### config.mk
export PLATFORM = sky130hd
export DESIGN_NAME = ile_cell
export DESIGN_NICKNAME = d
export VERILOG_FILES = /design/src/rtl/ile_pkg.sv /design/src/rtl/ile_cell.sv
export SDC_FILE = /design/constraint.sdc
export NUM_CORES = 1
export LEC_CHECK = 0
export BUFFER_PORTS_ARGS = -buffer_cell sky130_fd_sc_hd__buf_2
export CAP_MARGIN = 5
export CORE_AREA = 3 3 161 163
export DETAILED_ROUTE_END_ITERATION = 8
export DIE_AREA = 0 0 164 166
export SKIP_LAST_GASP = 1
export SLEW_MARGIN = 5
export SYNTH_ARGS = -nofsm -noshare
export SYNTH_HDL_FRONTEND = slang
export SYNTH_SLANG_ARGS = --single-unit
### constraint.sdc
create_clock -name clk -period 2.21 [get_ports clk]
set_input_delay 0.3315 -clock clk [delete_from_list [all_inputs] [get_ports clk]]
set_output_delay 0.3315 -clock clk [all_outputs]
set_load 0.03 [all_outputs]
### src/rtl/ile_pkg.sv
// Package for the indexed list engine: operation codes, cell commands and
// field widths shared by the cell row and the top level.
// Depends on nothing.
`timescale 1ns / 1ps
`default_nettype none

package ile_pkg;

	// Field widths of the stream payloads.
	localparam int KIND_W      = 3;
	localparam int POS_W       = 6;
	localparam int ITEM_W      = 64;
	localparam int STATUS_W    = 1;
	localparam int COUNT_W     = 7;
	localparam int S_TDATA_W   = 72;
	localparam int M_TDATA_W   = 80;

	// Bit offsets inside the stream payloads.
	localparam int S_ITEM_LSB  = POS_W;
	localparam int M_FOUND_LSB = ITEM_W;
	localparam int M_COUNT_LSB = ITEM_W + POS_W;
	localparam int M_USED_W    = ITEM_W + POS_W + COUNT_W;

	// Operation codes carried in the input tuser.
	typedef enum logic [KIND_W-1:0] {
		KIND_APPEND       = 3'd0,
		KIND_INSERT       = 3'd1,
		KIND_SEARCH       = 3'd2,
		KIND_REMOVE_LAST  = 3'd3,
		KIND_REMOVE_FIRST = 3'd4,
		KIND_REMOVE_AT    = 3'd5,
		KIND_READ_AT      = 3'd6
	} kind_t;

	// Status codes carried in the output tuser.
	localparam logic STATUS_OK   = 1'b0;
	localparam logic STATUS_FAIL = 1'b1;

	// Change applied to the row of cells when an operation completes.
	typedef enum logic [2:0] {
		CELL_NONE   = 3'd0,
		CELL_APPEND = 3'd1,
		CELL_INSERT = 3'd2,
		CELL_REMOVE = 3'd3,
		CELL_DROP   = 3'd4
	} cell_op_t;

	// Commands broadcast from the controller to every cell.
	typedef struct packed {
		cell_op_t op;
		logic     search;
		logic     take;
		logic     commit;
	} ile_ctrl_t;

endpackage

`default_nettype wire

### src/rtl/ile_cell.sv
// One cell of the list row: holds a single entry, takes part in the probe
// that ripples along the row, and shifts with its neighbors on insert/remove.
// Depends on ile_pkg.
`timescale 1ns / 1ps
`default_nettype none

module ile_cell #(
	parameter int ITEM_WIDTH = 64,
	parameter int CAPACITY   = 64,
	parameter int INDEX      = 0
) (
	input  wire                               clk,
	input  wire                               arst_n,
	input  ile_pkg::ile_ctrl_t                ctrl,
	input  wire  [ITEM_WIDTH-1:0]             key,
	input  wire  [$clog2(CAPACITY)-1:0]       tpos,
	input  wire  [$clog2(CAPACITY+1)-1:0]     count,
	input  wire  [ITEM_WIDTH-1:0]             left_entry,
	input  wire  [ITEM_WIDTH-1:0]             right_entry,
	output logic [ITEM_WIDTH-1:0]             entry,
	input  wire                               hit_in,
	input  wire  [$clog2(CAPACITY)-1:0]       idx_in,
	input  wire  [ITEM_WIDTH-1:0]             data_in,
	output logic                              hit_out,
	output logic [$clog2(CAPACITY)-1:0]       idx_out,
	output logic [ITEM_WIDTH-1:0]             data_out
);

	localparam int IDXW = $clog2(CAPACITY);
	localparam int CW   = $clog2(CAPACITY + 1);

	logic [ITEM_WIDTH-1:0] entry_q;
	logic                  hit_q;
	logic [IDXW-1:0]       idx_q;
	logic [ITEM_WIDTH-1:0] data_q;

	logic below_count;
	logic upto_count;
	logic next_below;
	logic at_count;
	logic at_pos;
	logic after_pos;
	logic match;

	// Position of this cell relative to the fill count and the target.
	always_comb begin
		below_count = CW'(INDEX) < count;
		upto_count  = CW'(INDEX) <= count;
		next_below  = CW'(INDEX + 1) < count;
		at_count    = CW'(INDEX) == count;
		at_pos      = IDXW'(INDEX) == tpos;
		after_pos   = IDXW'(INDEX) > tpos;
		match       = ctrl.search && below_count && !hit_in && (entry_q == key);
	end

	// Probe stage: pass the first match and the entry at the target along.
	always_ff @(posedge clk or negedge arst_n) begin
		if (!arst_n) begin
			hit_q <= 1'b0;
		end else begin
			hit_q <= hit_in | match;
		end
	end

	always_ff @(posedge clk) begin
		idx_q  <= match ? IDXW'(INDEX) : idx_in;
		data_q <= (ctrl.take && at_pos) ? entry_q : data_in;
	end

	// Entry update when the operation completes.
	always_ff @(posedge clk) begin
		if (ctrl.commit) begin
			unique case (ctrl.op)
				ile_pkg::CELL_APPEND: begin
					if (at_count) entry_q <= key;
				end
				ile_pkg::CELL_INSERT: begin
					if (at_pos) entry_q <= key;
					else if (after_pos && upto_count) entry_q <= left_entry;
				end
				ile_pkg::CELL_REMOVE: begin
					if (!after_pos && !at_pos) entry_q <= entry_q;
					else if (next_below) entry_q <= right_entry;
				end
				default: begin
					entry_q <= entry_q;
				end
			endcase
		end
	end

	assign entry    = entry_q;
	assign hit_out  = hit_q;
	assign idx_out  = idx_q;
	assign data_out = data_q;

endmodule

`default_nettype wire

=== After elaboration in Yosys (flattened, before gate mapping) ===
Index checks and enable logic that the tools add are counted.

* Memories: 0
* Bits in read-only memories: 0
* Bits in latches: 0
* Logic and storage cells: 37
* RAM bits: 0
* Register bits after elaboration: 135

* Mux-type cells: 7
* Reductions and logical operators: 13
* $lt $le $gt $ge: 4
* $add $sub $neg: 0
* Eq/ne operators: 8
* Multiply operators: 0
* Divide/modulo/power cells: 0
* Bitwise logic cells: 1
* Shift operators: 0

{| class="wikitable"
|+ Operators by type and width
! operator !! number
|-
| $mux W64 || 6
|-
| $pmux W64 S3 || 1
|-
| $eq A64 B64 Y1 || 1
|-
| $lt A1 B7 Y1 const A || 2
|-
| $le A1 B7 Y1 const A || 1
|-
| $logic_not A7 Y1 || 1
|-
| $eq A3 B2 Y1 const B || 2
|-
| $gt A1 B6 Y1 const A || 1
|-
| $logic_and A1 B1 Y1 || 6
|-
| $logic_not A6 Y1 || 1
|-
| $ne A2 B2 Y1 const B || 3
|-
| $reduce_and A6 Y1 || 1
|-
| $eq A3 B1 Y1 const B || 1
|-
| $logic_not A1 Y1 || 3
|-
| $ne A3 B3 Y1 const B || 1
|-
| $reduce_bool A3 Y1 || 1
|-
| $or A1 B1 Y1 || 1
|}

=== Logic depth before layout (Yosys ltp) ===
Gate-level depths: netlist of run 1.

* Word-level depth: 5
* Depth in mapped cells: 7
* Mapped depth without buffers: 5

=== Worst setup path before layout of run 1 ===
Ideal clock, no wire load.

* Path kind: input -> register
* Start: input port count[1]
* End: register entry_q[0], in the netlist entry[0], enable pin
* Setup slack: -2910 ps
* Arrival: 4613 ps
* Required time: 1703 ps
* Stages: 5
* Library setup time: 507 ps
* Cell sequence: or4_1 nor3_1 nand2_1 or3_1 a21oi_1

* Longest elaborated chain between the ends: 4
* Elaborated cells between the ends (all ways): 8
* Those cells by class: 2 x order compare; 3 x eq/ne; 3 x reduce/logical

{| class="wikitable"
|+ RTL lines
! what !! RTL line !! RTL
|-
| from (decl) || ile_cell.sv:17 || <nowiki>input wire [$clog2(CAPACITY+1)-1:0] count,</nowiki>
|-
| $le A1 B7 Y1 || ile_cell.sv:48 || <nowiki>upto_count = CW'(INDEX) <= count;</nowiki>
|-
| $logic_and A1 B1 Y1 || ile_cell.sv:79 || <nowiki>else if (after_pos && upto_count) entry_q <= left_entry;</nowiki>
|-
| $ne A3 B3 Y1 (no line) || - ||
|-
| $reduce_and A6 Y1 (no line) * || - ||
|-
| to (signal assigned) || ile_cell.sv:78 || <nowiki>if (at_pos) entry_q <= key;</nowiki>
|-
| to (signal assigned) || ile_cell.sv:79 ||
|-
| to (signal assigned) || ile_cell.sv:82 || <nowiki>if (!after_pos && !at_pos) entry_q <= entry_q;</nowiki>
|-
| to (decl) || ile_cell.sv:32 || <nowiki>logic [ITEM_WIDTH-1:0] entry_q;</nowiki>
|}

Mark *: on every way between the ends. The rest lies on a longest branch, timed or not.
A chain may end at the register's enable or synchronous reset.

=== Worst setup path after layout of run 1 ===
* Start: register entry_q[34], in the netlist entry[34]
* End: register idx_q[2], in the netlist idx_out[2]

* Longest elaborated chain between the ends: 2

{| class="wikitable"
|+ RTL lines
! what !! RTL line !! RTL
|-
| from (signal assigned) || ile_cell.sv:75 || <nowiki>if (at_count) entry_q <= key;</nowiki>
|-
| from (signal assigned) || ile_cell.sv:78 ||
|-
| from (signal assigned) || ile_cell.sv:79 ||
|-
| $eq A64 B64 Y1 || ile_cell.sv:53 || <nowiki>match = ctrl.search && below_count && !hit_in && (entry_q == key);</nowiki>
|-
| $logic_and A1 B1 Y1 || ile_cell.sv:53 ||
|-
| to (signal assigned) || ile_cell.sv:66 || <nowiki>idx_q <= match ? IDXW'(INDEX) : idx_in;</nowiki>
|-
| to (decl) || ile_cell.sv:34 || <nowiki>logic [IDXW-1:0] idx_q;</nowiki>
|}

Every way passes these cells.

==> results of run 1 <==
synthesized netlist by cell type, types with 2 or more instances:
cell type  instances
o2111a_1           2
a22oi_1          128
buf_6             12
buf_2              8
xor2_1            41
nor4_1            11
nand3_1            2
xnor2_1            3
nand2_1            7
edfxtp_1          64
mux2_2            59
nor2b_1           17
a2111oi_0          5
clkbuf_1          20
dfxtp_1           70
o22ai_1            2
a21boi_0           5
nand4_1            4
o21ai_0           59
inv_1             11
o21ai_1           10
nand2b_1          10
kinds of logic (layout without fill, tap and decap cells):
family,Yosys count,count (layout),share of synthesized area (%)
XOR/XNOR,44,44,5.87
flip-flops,135,135,51.0
AND/OR/NAND/NOR,60,60,5.95
other,0,1,0
multiplexers,59,59,10.1
buffers and inverters,51,493,4.44
AO/OA/AOI/OAI,218,218,22.6
state kept, by name (all words and copies together) (netlist names):
name / flops
idx_out: 6
hit_out: 1
entry: 64
data_out: 64
worst max path at each step:
stage | slack, ps | end
after CTS | 150 | idx_out[2]$_SDFF_PP0_
after global routing | 40 | idx_out[2]$_SDFF_PP0_
after global placement | -110 | entry[59]$_DFFE_PP_
final | 230 | idx_out[2]$_SDFF_PP0_
after detailed placement | -140 | entry[26]$_DFFE_PP_
after floorplan | -750 | entry[0]$_DFFE_PP_
metrics by stage:
stage	TNS, ps	hold WS (ps)	util [%]	std cells
after floorplan	-47910	35.9	-	567
after detailed placement	-8670	107	37.6	1300
after global placement	-6360	106	37.6	1300
final	0	110	39.9	1334
after CTS	0	84.1	39.9	1333
after global routing	0	100	39.9	1334
layer usage:
metal / share of wire (%) / GRT usage (%) / wire, µm / vias to the layer above
li1: - / - / - / 3069
met1: 40 / 25.1 / 11400 / 3123
met2: 50 / 35.3 / 14300 / 380
met3: 9.1 / 5.19 / 2610 / 20
met4: 1.4 / 4.60 / 412 / 0
met5: 0 / 0 / 0 / -
repair_timing:
| action | 4_1_cts | 5_1_grt |
|---|---|---|
| hold buffers | 1 | 0 |
| setup endpoints to repair | 5 | 0 |
| resized for setup | 1 | 0 |
| endpoints found under the hold margin | 1 | 0 |
area by class of cell:
class,count,area (µm²),area share (%)
antenna,1,2.50,0.0257
clock buffer,20,458,4.69
clock inverter,12,80.1,0.821
inverter,11,41.3,0.423
multi-input combinational,381,2980,30.6
sequential,135,3350,34.3
tap,324,405,4.16
timing repair buffer,450,2430,25.0
power by group:
group | internal [µW] | switching, µW | leakage, µW
clock network | 1500 | 1170 | 0.000265
registers | 2700 | 20.1 | 0.00116
logic | 421 | 536 | 0.00281
total | 4620 | 1720 | 0.00424
==> reports/metrics.yaml, run 1 <==
setup_viol: 0
antenna_found_initial: 2
power_uw: 6350
drive_above_1_share_pct: 54.6
powerDensity_mw_per_mm2: 651
hp-start: "hit_in"
outcome: "completed"
pre_cts_ws_ps: -141
required_ps: 2500
r2r_end: "idx_out[2]$_SDFF_PP0_"
io_buffers: 418
ios: 419
grt_overflow: 0
ant_nets: 0
r2r_start: "entry[34]$_DFFE_PP_"
cap_violations: 0
holdPathEnd: "hit_out$_DFF_PN0_"
yosys_warnings: 0
cp-start-kind: "flop"
holdPathStages: 2
hold_path.class: "in2reg"
crit_top_cell: "buf_4"
core_mm2: 0.0245
fin_ws_ps: 226
fin_area_mm2: 0.00975
fp-row-count: 57
end_kind: "flop"
grt_pass1_vias: 6674
ys_types: 39
grt_start_max_net_pins: 47
slowest_delay_ps: 440
dieArea_mm2: 0.0272
place_area_mm2: 0.00920
syn_nets: 851
detail_route.vias_per_cell: 4.94
synth_enable_flop_cells: 64
dieHeight_um: 166
timing.slew.headroom_pct: 59.9
final_common_cell: "buf_2"
drcViolationCount: 0
cts_setup_buffers: 0
post-route-period-util_pct: 89.8
rsz0062_at_grt: "false"
yosysTopAreaCell: "edfxtp_1"
drv_slew: 0
cts_tree: "built"
path_max_fanout: 7
synth_area_leaders: "edfxtp_1 (29%), dfxtp_1 (21%), a22oi_1 (15%), mux2_2 (10%), xor2_1 (5.5%)"
leakagePower_uw: 0.00424
clockBufferDepth: 2
hold_viol_final: 0
grt_usage_pct: 20.3
synth_top_area_share_pct: 29.3
htreeDepth: 4
yosysSeqAreaShare_pct: 51.0
fillers: 2448
syn-cell-area_mm2: 0.00657
cp.arrival_ps: 2270
crit_chain: "xor2_1 -> buf_4 -> nor4_1 -> buf_4 -> nand4_1 -> nor4b_4 -> buf_4 -> a21boi_0"
grt_pass1_wl_mm: 41.2
drt-total-wl_mm: 28.7
syn2layout_area_growth_pct: 48.6
num-nets-final: 1280
vias: 6592
dp_hpwl_mm: 22.6
worstSkewPairLatency_ps: 420
cp_num_cells: 8
ys.flop_type: "dfxtp_1"
cp_slowest_cell: "edfxtp_1"
routedWlPerCell_um: 21.5
cts_sinks: 135
cts_root_buffer: "clkbuf_16"
mostFrequentLayoutCells: "buf_2 (418), a22oi_1 (128), dfxtp_1 (70), edfxtp_1 (64)"
worst-path-buf-inv: 3
synthArstFlopShare_pct: 0.741
rr_worst_depth: 8
drtPass1Iterations: 5
critPathTopFamily: "simple AND/OR/NAND/NOR gates"
fin_crit_ps: 1980
initial_core_util_pct: 26.8
syn_avg_cell_area_um2: 11.6
peakVddDrop_uv: 371
initialDrtViolationCount: 440
yosys_register_bits: 135
netlist_instances: 567
clk_pin_slew_ps: 70
globalplace.congestion: 0.828
max_freq_ghz: 0.504
fin_skew_ps: 14.4
dieWidth_um: 164
worstSetupPathType: "reg2reg"
crit_start: "entry[34]$_DFFE_PP_"
tightest_slew_ps: 602
r2r_setup_slack_ps: 230
numCtsBuffers: 17
(Power assumes the default switching activity.)
==> inputs of run 2 (changes only) <==
--- a/config.mk
+++ b/config.mk
@@ -5,11 +5,11 @@
 export SDC_FILE = /design/constraint.sdc
 export NUM_CORES = 1
 export LEC_CHECK = 0
-export BUFFER_PORTS_ARGS = -buffer_cell sky130_fd_sc_hd__buf_2
 export CAP_MARGIN = 5
-export CORE_AREA = 3 3 161 163
+export CORE_AREA = 3 3 162 164
 export DETAILED_ROUTE_END_ITERATION = 8
-export DIE_AREA = 0 0 164 166
+export DIE_AREA = 0 0 165 167
+export DONT_BUFFER_PORTS = 1
 export SKIP_LAST_GASP = 1
 export SLEW_MARGIN = 5
 export SYNTH_ARGS = -nofsm -noshare
==> reports/metrics.yaml, run 2 (same netlist as run 1, synthesis figures left out) <==
peakVddDrop_uv: 402  # +8.5%
cts_tree: "built"
hp-start: "data_in[58]"
hold_path.class: "in2reg"
dieWidth_um: 165  # +0.61%
cts_sinks: 135  # unchanged
drive_above_1_share_pct: 28.7  # -26 points
dr.max_layer_used: "met4"
grt_start_max_net_pins: 67  # +43%
crit_top_cell: "buf_4"
leakagePower_uw: 0.00290  # -32%
timing.slew.headroom_pct: 66.6  # +6.8 points
drcViolationCount: 0  # unchanged
dp_hpwl_mm: 21.1  # -6.7%
crit_start: "entry[23]$_DFFE_PP_"
power_uw: 6510  # +2.5%
grt_pass1_wl_mm: 37.2  # -9.7%
dieArea_mm2: 0.0276  # +1.2%
wl_met2_mm: 13.6  # -4.8%
end_kind: "flop"
syn2layout_area_growth_pct: 24.7
multiInputGateArea_mm2: 0.00299  # about the same
cp_slowest_cell: "nor4_2"
max_freq_ghz: 0.498  # -1.2%
tightest_slew_ps: 496  # -106 ps
path_max_fanout: 7  # unchanged
clockBufferDepth: 2  # unchanged
ant_nets: 0  # unchanged
cp-start-kind: "flop"
ios: 419  # unchanged
io_buffers: 0  # -100%
vias: 5308  # -19%
rsz0062_at_grt: "false"
drtPass1Iterations: 5  # unchanged
wl_met1_mm: 10.3  # -9.8%
grt_usage_pct: 18.4  # -1.9 points
clk_pin_slew_ps: 60  # about the same
dieHeight_um: 167  # +0.60%
slowest_delay_ps: 510  # +70 ps
post-route-util_pct: 32.7  # -7.2 points
dp_cells: 939  # -28%
drv_slew: 0  # unchanged
initialDrtViolationCount: 526  # +20%
fillers: 2494  # +1.9%
pre_cts_ws_ps: -46.7  # +94.2 ps
worst-path-buf-inv: 2  # -1
globalplace.congestion: 0.787  # -5.0%
layout.cells.non_filler: 978  # -27%
final_common_cell: "a22oi_1"
post-route-period-util_pct: 90.9  # +1.1 points
outcome: "completed"
worstSkewPairLatency_ps: 410  # about the same
num-nets-final: 915  # -29%
setup_viol: 0  # unchanged
cap_violations: 0  # unchanged
drt-total-wl_mm: 26.9  # -6.1%
antenna_found_initial: 4  # +2
hold_viol_final: 0  # unchanged
routedWlPerCell_um: 27.5  # +28%
cts_root_buffer: "clkbuf_16"
core_mm2: 0.0250  # +2.3%
seq_area_mm2: 0.00335  # unchanged
required_ps: 2500  # about the same
fin_skew_ps: 12.4  # -2.03 ps
fin_ws_ps: 202  # -24.3 ps
initial_core_util_pct: 26.2  # -0.62 points
r2r_start: "entry[23]$_DFFE_PP_"
mostFrequentLayoutCells: "a22oi_1 (128), buf_4 (76), dfxtp_1 (70), edfxtp_1 (64)"
grt_overflow: 0  # unchanged
numCtsBuffers: 17  # unchanged
fin_crit_ps: 2010  # +24.3 ps
critPathTopFamily: "simple AND/OR/NAND/NOR gates"
fin_setup_tns_ps: 0  # unchanged
htreeDepth: 4  # unchanged
crit_chain: "xor2_1 -> nor4_2 -> buf_4 -> nand2_1 -> a2111oi_2 -> buf_4 -> a21boi_0"
fp-row-count: 58  # +1.8%
worstSetupPathType: "reg2reg"
detail_route.vias_per_cell: 5.43  # +9.8%
powerDensity_mw_per_mm2: 795  # +22%
routed-wl-met3_mm: 2.53  # -3.0%
cp.arrival_ps: 2300  # +30 ps
grt_pass1_vias: 5320  # -20%
==> run 2: area by class of cell <==
| type | instances | share of cell area, % |
|---|---|---|
| multi-input combinational | 381 | 36.4 |
| tap | 330 | 5.04 |
| clock inverter | 9 | 1.99 |
| antenna | 4 | 0.122 |
| timing repair buffer | 85 | 8.92 |
| sequential | 135 | 40.9 |
| clock buffer | 23 | 6.10 |
| inverter | 11 | 0.504 |
==> run 2: worst paths after layout <==
| path | endpoint | slack (ps) | cells past startpoint |
|---|---|---|---|
| worst max-delay path | idx_out[3]$_SDFF_PP0_ | 200 | 7 |
| worst min register to register | data_out[58]$_DFF_P_ | 640 | 2 |
| worst min-delay path | data_out[58]$_DFF_P_ | 50 | 2 |
| worst max register to register | idx_out[3]$_SDFF_PP0_ | 200 | 7 |
| min in group asynchronous | hit_out$_DFF_PN0_ | 150 | 1 |
| max in group asynchronous | hit_out$_DFF_PN0_ | 1950 | 1 |
==> run 2: power breakdown <==
part	leakage (µW)	switching [µW]	internal, µW
combinational	0.00142	207	196
sequential	0.00116	179	2710
clock	0.000319	1160	2060
==> run 2: what timing repair did <==
| action | in CTS | in global routing |
|---|---|---|
| setup buffers | 0 | 1 |
| pin swaps | 0 | 1 |
| endpoints found under the hold margin | 2 | 0 |
| hold buffers | 2 | 0 |
| resized for setup | 1 | 1 |
| endpoints found under the setup margin | 6 | 7 |
==> run 2: through the flow <==
step	hold slack, ps	instance area (µm²)
2_1_floorplan	35.9	6600
3_3_place_gp	36.0	7480
3_5_place_dp	36.0	7480
4_1_cts	18.9	8170
5_1_grt	27.6	8190
6_report	49.6	8190
==> run 2: metal layers <==
| metal | vias to the layer above | GRT usage (%) |
|---|---|---|
| met1 | 2555 | 22.2 |
| met3 | 23 | 5.37 |
| met5 | - | 0 |
| li1 | 2347 | - |
| met4 | 0 | 5.80 |
| met2 | 383 | 31.4 |
==> run 2: worst reg2reg max path: stages, from the launching register on <==
cell       delay (ps)
edfxtp_1          400
xor2_1            190
nor4_2            510
buf_4             200
nand2_1            60
a2111oi_2         210
buf_4             230
a21boi_0          110
